--- src/hdl/sparse_row_sorted_insert_unit_defines.svh ---
// Assertion helpers for the sorted insert unit.
`ifndef SPARSE_ROW_SORTED_INSERT_UNIT_DEFINES_SVH
`define SPARSE_ROW_SORTED_INSERT_UNIT_DEFINES_SVH

// Consequent must hold in the same cycle as the antecedent.
`define SRSI_AST_NOW(lbl, ante, cons, msg) \
  lbl: assert property (@(posedge clk) disable iff (!rst_n) (ante) |-> (cons)) else $error(msg);

// Consequent must hold in the cycle after the antecedent.
`define SRSI_AST_NEXT(lbl, ante, cons, msg) \
  lbl: assert property (@(posedge clk) disable iff (!rst_n) (ante) |=> (cons)) else $error(msg);

`endif

--- src/hdl/srsi_pkg.sv ---
`timescale 1ns / 1ps
package srsi_pkg;

  localparam int ROW_W  = 9;
  localparam int COL_W  = 13;
  localparam int DATA_W = 32;
  localparam int CNT_OUT_W = 11;

  localparam logic REG_ROWS_IN_USE = 1'b0;
  localparam logic REG_COLS_IN_USE = 1'b1;

  typedef enum logic [2:0] {
    ST_INSERTED    = 3'd0,
    ST_DUPLICATE   = 3'd1,
    ST_ACCUMULATED = 3'd2,
    ST_FULL        = 3'd3,
    ST_RANGE       = 3'd4
  } status_t;

  // Token phase as it travels the chain.
  typedef enum logic [1:0] {
    TK_SEARCH,  // look for the key, insert when passed
    TK_PROBE,   // store full: look for the key, never insert
    TK_SHIFT,   // carry a displaced entry toward the tail
    TK_DONE     // finished, ride to the end
  } tok_state_t;

  typedef struct packed {
    logic                vld;
    tok_state_t          st;
    logic                mode;
    logic [ROW_W-1:0]    row;
    logic [COL_W-1:0]    col;
    logic [DATA_W-1:0]   data;
    status_t             status;
  } tok_t;

endpackage

--- src/hdl/srsi_cell.sv ---
`timescale 1ns / 1ps
module srsi_cell (
  input  logic           clk,
  input  logic           rst_n,
  input  srsi_pkg::tok_t tok_in,
  output srsi_pkg::tok_t tok_out
);
  import srsi_pkg::*;

  logic              vld_r, vld_nxt;
  logic [ROW_W-1:0]  row_r, row_nxt;
  logic [COL_W-1:0]  col_r, col_nxt;
  logic [DATA_W-1:0] data_r, data_nxt;
  tok_t              tok_r, tok_nxt;
  logic              key_eq, key_gt;

  assign key_eq = ({row_r, col_r} == {tok_in.row, tok_in.col});
  assign key_gt = ({row_r, col_r} >  {tok_in.row, tok_in.col});

  always_comb begin
    vld_nxt  = vld_r;
    row_nxt  = row_r;
    col_nxt  = col_r;
    data_nxt = data_r;
    tok_nxt  = tok_in;
    if (tok_in.vld) begin
      unique case (tok_in.st)
        TK_SEARCH, TK_PROBE: begin
          if (!vld_r) begin
            if (tok_in.st == TK_PROBE) begin
              tok_nxt.status = ST_FULL;
            end else begin
              vld_nxt  = 1'b1;
              row_nxt  = tok_in.row;
              col_nxt  = tok_in.col;
              data_nxt = tok_in.data;
              tok_nxt.status = ST_INSERTED;
            end
            tok_nxt.st = TK_DONE;
          end else if (key_eq) begin
            if (tok_in.mode) begin
              data_nxt = data_r + tok_in.data;
              tok_nxt.status = ST_ACCUMULATED;
            end else begin
              tok_nxt.status = ST_DUPLICATE;
            end
            tok_nxt.st = TK_DONE;
          end else if (key_gt) begin
            if (tok_in.st == TK_PROBE) begin
              tok_nxt.status = ST_FULL;
              tok_nxt.st     = TK_DONE;
            end else begin
              row_nxt  = tok_in.row;
              col_nxt  = tok_in.col;
              data_nxt = tok_in.data;
              tok_nxt.row    = row_r;
              tok_nxt.col    = col_r;
              tok_nxt.data   = data_r;
              tok_nxt.status = ST_INSERTED;
              tok_nxt.st     = TK_SHIFT;
            end
          end
        end
        TK_SHIFT: begin
          vld_nxt  = 1'b1;
          row_nxt  = tok_in.row;
          col_nxt  = tok_in.col;
          data_nxt = tok_in.data;
          if (!vld_r) begin
            tok_nxt.st = TK_DONE;
          end else begin
            tok_nxt.row  = row_r;
            tok_nxt.col  = col_r;
            tok_nxt.data = data_r;
          end
        end
        TK_DONE: begin
        end
        default: begin
        end
      endcase
    end
  end

  always_ff @(posedge clk) begin
    if (!rst_n) begin
      vld_r     <= 1'b0;
      tok_r.vld <= 1'b0;
    end else begin
      vld_r     <= vld_nxt;
      tok_r.vld <= tok_nxt.vld;
    end
    row_r        <= row_nxt;
    col_r        <= col_nxt;
    data_r       <= data_nxt;
    tok_r.st     <= tok_nxt.st;
    tok_r.mode   <= tok_nxt.mode;
    tok_r.row    <= tok_nxt.row;
    tok_r.col    <= tok_nxt.col;
    tok_r.data   <= tok_nxt.data;
    tok_r.status <= tok_nxt.status;
  end

  assign tok_out = tok_r;

endmodule

--- config.mk ---
export PLATFORM = sky130hd
export DESIGN_NAME = srsi_cell
export DESIGN_NICKNAME = d
export VERILOG_FILES = /design/src/hdl/sparse_row_sorted_insert_unit_defines.svh /design/src/hdl/srsi_pkg.sv /design/src/hdl/srsi_cell.sv
export SDC_FILE = /design/constraint.sdc
export NUM_CORES = 1
export LEC_CHECK = 0
export BUFFER_PORTS_ARGS = -buffer_cell sky130_fd_sc_hd__buf_2
export CAP_MARGIN = 20
export CELL_PAD_IN_SITES_DETAIL_PLACEMENT = 1
export CELL_PAD_IN_SITES_GLOBAL_PLACEMENT = 1
export CORE_MARGIN = 2
export CORE_UTILIZATION = 35
export DETAILED_ROUTE_END_ITERATION = 10
export PLACE_DENSITY_LB_ADDON = 0.1
export SLEW_MARGIN = 20
export SYNTH_ARGS = -nofsm -noshare
export SYNTH_HDL_FRONTEND = slang
export SYNTH_SLANG_ARGS = --single-unit
--- constraint.sdc ---
create_clock -name clk -period 11.7 [get_ports clk]
set_clock_uncertainty 0.2 [all_clocks]
set_input_delay 1.755 -clock clk [delete_from_list [all_inputs] [get_ports clk]]
set_output_delay 1.755 -clock clk [all_outputs]
set_load 0.02 [all_outputs]
==> flow_metrics.env, run 1 <==
export IMPL_grt_pass1_vias=5850
export IMPL_grt_max_degree=37
export IMPL_yosys_cell_types_count=56
export IMPL_fin_crit_ps=5170
export IMPL_syn_inst=642
export IMPL_crit_arrival_ps=5270
export IMPL_cts_root_buf="clkbuf_16"
export IMPL_finalSetupTns_ps=0
export IMPL_cts_resized=0
export IMPL_grt_usage_pct=19.7
export IMPL_cts_made_buffers=17
export IMPL_routed_wirelength_um=19200
export IMPL_die_h_um=142
export IMPL_final_cell_mix="buf_2 (123), dfxtp_1 (62), a21oi_1 (60), edfxtp_1 (54), ha_1 (53)"
export IMPL_synth_edf_count=54
export IMPL_hpwl_um=13700
export IMPL_placement_rows=50
export IMPL_start_kind="input pin"
export IMPL_final_hold_violation_count=0
export IMPL_holdWs_ps=290
export IMPL_postSynth_asyncResetShare_pct=0
export IMPL_drt_iter0_markers=217
export IMPL_clock_sinks=116
export IMPL_synth_seq_area_share_pct=43.2
export IMPL_core_um2=18600
export IMPL_netlist_area_um2=6630
export IMPL_antenna_found_initial=1
export IMPL_r2r_slack_ps=7620
export IMPL_final_antenna_net_count=0
export IMPL_finalSetupViolCount=0
export IMPL_setup_slack_ps=6530
export IMPL_required_ps=11800
export IMPL_synth_ff_type="dfxtp_1"
export IMPL_slowest_delay_ps=630
export IMPL_worstMarginPinSlew_ps=1110
export IMPL_drcViolationCount=0
export IMPL_dr_pass1_iters=7
export IMPL_cts_htree_levels=4
export IMPL_viasPerCell=5.56
export IMPL_dieArea_um2=20000
export IMPL_final_nets=880
export IMPL_fmax_mhz=194
export IMPL_rsz0062_at_grt="false"
export IMPL_crit_type="in -> reg"
export IMPL_drive_gt1_share_pct=27.8
export IMPL_wl_per_cell_um=19.0
export IMPL_vias=5613
export IMPL_port_buffers=123
export IMPL_synth_seq_cells=116
export IMPL_leakagePower_nw=3.41
export IMPL_place_ws_ps=6050
export IMPL_holdCritPathClass="reg -> reg"
export IMPL_cts_tree="done"
export IMPL_ys_warn_count=0
export IMPL_hold_start="col_r[9]"
export IMPL_slowest_stage="o2111ai_4"
export IMPL_post_cts_buffers=0
export IMPL_crit_start="tok_in[50]"
export IMPL_max_slew_margin_rel_pct=25.0
export IMPL_drv_slew=0
export IMPL_power_per_cell_area_nw_per_um2=149
export IMPL_critPathMaxFanout=36
export IMPL_fin_crit_sh_pct=44.2
export IMPL_syn_to_final_growth_pct=20.6
export IMPL_status="complete, no violations"
export IMPL_reg2reg_from="row_r[2]"
export IMPL_path_cells="buf_2 -> inv_1 -> ha_1 -> a21o_1 -> a21o_1 -> a21oi_2 -> o211a_1 -> a211oi_1 -> a2111oi_4 -> nor2_4 -> o2111ai_4 -> buf_4 -> mux2_2"
export IMPL_avgSynthCellArea_um2=10.3
export IMPL_gp_congestion=0.863
export IMPL_grt_pass1_wl_um=31100
export IMPL_critPathCaptureType="flip-flop"
export IMPL_overflow=0
export IMPL_synth_nets=759
export IMPL_antenna_cells=0
export IMPL_cap_violations=0
export IMPL_io_pins=124
export IMPL_start_util_pct=35.5
export IMPL_ctsHoldBuffers=0
export IMPL_cp_common_cell="a21o_1"
export IMPL_final_common_cell="buf_2"
export IMPL_path_clk_slew_ps=60
export IMPL_die_x_um=142
export IMPL_ctsLongestPathBuffers=2
export IMPL_peakVddDrop_mv=0.0878
export IMPL_clk_latency_ps=410
worst max-delay path: cells and delay by family:
family,cells,cell delay (ps)
AOI/OAI and AO/OA,7,1940
buffers and inverters,3,740
muxes,1,410
adders and majority gates,1,300
and+or+nand+nor,1,100
final cells by class:
| class | count | area, µm² |
|---|---|---|
| fill | 2111 | 10700 |
| tap | 234 | 293 |
| clock buffer | 22 | 444 |
| multi-input combinational | 462 | 3490 |
| sequential | 116 | 2860 |
| inverter | 38 | 143 |
| timing repair buffer | 128 | 653 |
| clock inverter | 10 | 106 |
worst paths after layout:
path,end,cells after the start
hold reg to reg,tok_out[44],1
hold / removal,tok_out[44],1
setup / recovery,tok_out[12],13
setup reg to reg,tok_out[12],11
state kept, by name, summed over array words and instances, names as in the netlist:
signal   count
tok_out     61
data_r      32
col_r       13
row_r        9
vld_r        1
Yosys cell counts (6+ instances only):
cell	count	share of area, %
mux2_2	50	8.5
xnor2_1	12	1.6
nand2_1	38	2.2
o21ai_0	32	2.4
dfxtp_1	62	19
nor2_1	22	1.2
inv_1	37	2.1
a21o_1	21	2.4
edfxtp_1	54	24
nand3_1	9	0.68
clkbuf_1	15	0.85
a31oi_1	8	0.76
a21oi_1	61	4.6
nand4_1	8	0.76
o21a_1	9	1.0
o22ai_1	29	2.7
xor2_1	9	1.2
o211ai_1	8	0.91
nor3_1	10	0.76
ha_1	53	10
nor2b_1	7	0.66
o32ai_1	10	1.3
o221ai_1	6	0.79
stage by stage:
| step | util [%] | power (mW) | instances | instance area, µm² |
|---|---|---|---|---|
| floorplan | - | 0.629 | 642 | 6630 |
| global placement | 39.9 | 0.695 | 978 | 7440 |
| detailed placement | 39.9 | 0.701 | 978 | 7440 |
| CTS | 42.9 | 1.21 | 1010 | 7990 |
| global route | 42.9 | 1.25 | 1010 | 7990 |
| finish | 42.9 | 1.19 | 1010 | 7990 |
report_power, final:
group / internal [mW] / total, mW / switching, mW / leakage [nW]
Combinational: 0.0904 / 0.226 / 0.136 / 2.10
Clock: 0.312 / 0.499 / 0.187 / 0.276
Sequential: 0.454 / 0.467 / 0.0132 / 1.03
Total: 0.856 / 1.19 / 0.336 / 3.41
layer usage:
metal / up-vias / GRT usage [%] / wire length [µm]
met2: 137 / 33.6 / 9290
met3: 19 / 3.98 / 782
met5: - / 0 / 12
met4: 2 / 6.26 / 217
li1: 2691 / - / -
met1: 2764 / 25.1 / 8860
logic make-up after synthesis:
family	Yosys count	share of synthesized area, %
compound gates	215	21.4
xor+xnor	21	2.78
fa+ha+maj	54	10.3
buf+inv	64	4.25
flops	116	43.2
mux	57	9.65
simple gates	115	8.38
(Power assumes the default switching activity.)
==> run 2: changes to the inputs <==
- clock period: 11.7 -> 5.4 ns (I/O delays scaled with it)
==> flow_metrics.env, run 2 (synthesis gave the netlist of run 1 again) <==
export IMPL_viasPerCell=5.50
export IMPL_peakVddDrop_mv=0.192
export IMPL_critPathMaxFanout=17
export IMPL_drcViolationCount=0
export IMPL_cts_root_buf="clkbuf_16"
export IMPL_core_um2=18600
export IMPL_critPathCaptureType="flip-flop"
export IMPL_overflow=0
export IMPL_setup_slack_ps=1260
export IMPL_place_ws_ps=692
export IMPL_drive_gt1_share_pct=28.4
export IMPL_ctsLongestPathBuffers=2
export IMPL_slowest_stage="nor4_1"
export IMPL_vias=5570
export IMPL_final_nets=883
export IMPL_crit_buf_inv=3
export IMPL_grt_max_degree=37
export IMPL_post_cts_buffers=0
export IMPL_rsz0062_at_grt="false"
export IMPL_power_per_cell_area_nw_per_um2=332
export IMPL_crit_arrival_ps=4210
export IMPL_syn_to_final_growth_pct=22.2
export IMPL_cts_resized=0
export IMPL_grt_pass1_wl_um=31200
export IMPL_clock_sinks=116
export IMPL_leakagePower_nw=3.45
export IMPL_crit_type="in -> reg"
export IMPL_required_ps=5470
export IMPL_path_clk_slew_ps=60
export IMPL_worstMarginPinSlew_ps=869
export IMPL_largest_reg_flops=61
export IMPL_final_cell_mix="buf_2 (123), dfxtp_1 (62), a21oi_1 (60), edfxtp_1 (54), ha_1 (53)"
export IMPL_wl_per_cell_um=19.2
export IMPL_start_kind="input pin"
export IMPL_cts_tree="done"
export IMPL_fin_crit_sh_pct=76.7
export IMPL_io_pins=124
export IMPL_finalSetupTns_ps=0
export IMPL_dieArea_um2=20000
export IMPL_final_common_cell="buf_2"
export IMPL_fillCellCount=2129
export IMPL_finalSetupViolCount=0
export IMPL_final_hold_violation_count=0
export IMPL_routed_wirelength_um=19500
export IMPL_cts_htree_levels=4
export IMPL_port_buffers=123
export IMPL_final_antenna_net_count=0
export IMPL_p_total_mw=2.69
export IMPL_slowest_delay_ps=670
export IMPL_status="complete, no violations"
export IMPL_grt_usage_pct=19.9
export IMPL_clk_latency_ps=420
export IMPL_antenna_found_initial=0
export IMPL_placement_rows=50
export IMPL_path_delay_family="simple AND/OR/NAND/NOR gates"
export IMPL_max_slew_margin_rel_pct=40.6
export IMPL_start_util_pct=35.5
export IMPL_hpwl_um=14200
export IMPL_path_cells="buf_2 -> inv_1 -> ha_1 -> nand4_1 -> nor4_1 -> and2_1 -> nand2_1 -> nor2_1 -> o21a_1 -> buf_4 -> o32ai_1 -> a21oi_1"
export IMPL_gp_congestion=0.905
export IMPL_drv_slew=0
export IMPL_cap_violations=0
export IMPL_die_x_um=142
export IMPL_dr_pass1_iters=4
export IMPL_cts_made_buffers=17
export IMPL_holdCritPathClass="reg -> reg"
export IMPL_antenna_cells=0
export IMPL_fmax_mhz=241
export IMPL_grt_pass1_vias=5846
export IMPL_drt_iter0_markers=262
export IMPL_ctsHoldBuffers=0
export IMPL_die_h_um=142
export IMPL_fin_crit_ps=4140
run 2: changes by cell type in the layout (fill, tap and decap cells not counted), sizes merged:
cell      delta
inv          -1
clkinv       -1
clkbuf       -5
clkinvlp     +4
bufinv       +2
buf          +3
run 2: final timing paths:
kind	start	end	slack (ps)	cells after the start
max	tok_in[52]	data_r[15]	1260	12
min	row_r[3]	tok_out[51]	310	1
max reg2reg	row_r[4]	data_r[15]	1370	10
min reg2reg	row_r[3]	tok_out[51]	310	1
run 2: cell type report:
class                      instances  area, µm²  area share, %
clock buffer                      17        425           5.25
clock inverter                    14        186           2.30
inverter                          38        143           1.76
multi-input combinational        462       3490           43.1
sequential                       116       2860           35.4
tap                              234        293           3.62
timing repair buffer             131        701           8.65
run 2: layer usage:
| metal | share of wire [%] | wire [µm] | GRT usage, % | vias to the layer above |
|---|---|---|---|---|
| met2 | 49 | 9590 | 34.3 | 115 |
| met4 | 1.2 | 241 | 5.37 | 0 |
| li1 | - | - | - | 2688 |
| met1 | 46 | 8900 | 24.7 | 2751 |
| met3 | 3.8 | 744 | 4.99 | 16 |
| met5 | 0 | 0 | 0 | - |
run 2: metrics by stage:
step	utilization (%)	instances	cell area, µm²	hold WS [ps]
after floorplan	-	642	6630	257
after global placement	40.1	981	7480	276
after detailed placement	40.1	981	7480	301
after CTS	43.4	1012	8100	315
after global routing	43.4	1012	8100	339
final	43.4	1012	8100	314
run 2: power by group:
part | internal (mW) | switching, mW
Sequential | 0.984 | 0.0280
Combinational | 0.198 | 0.300
Clock | 0.765 | 0.415
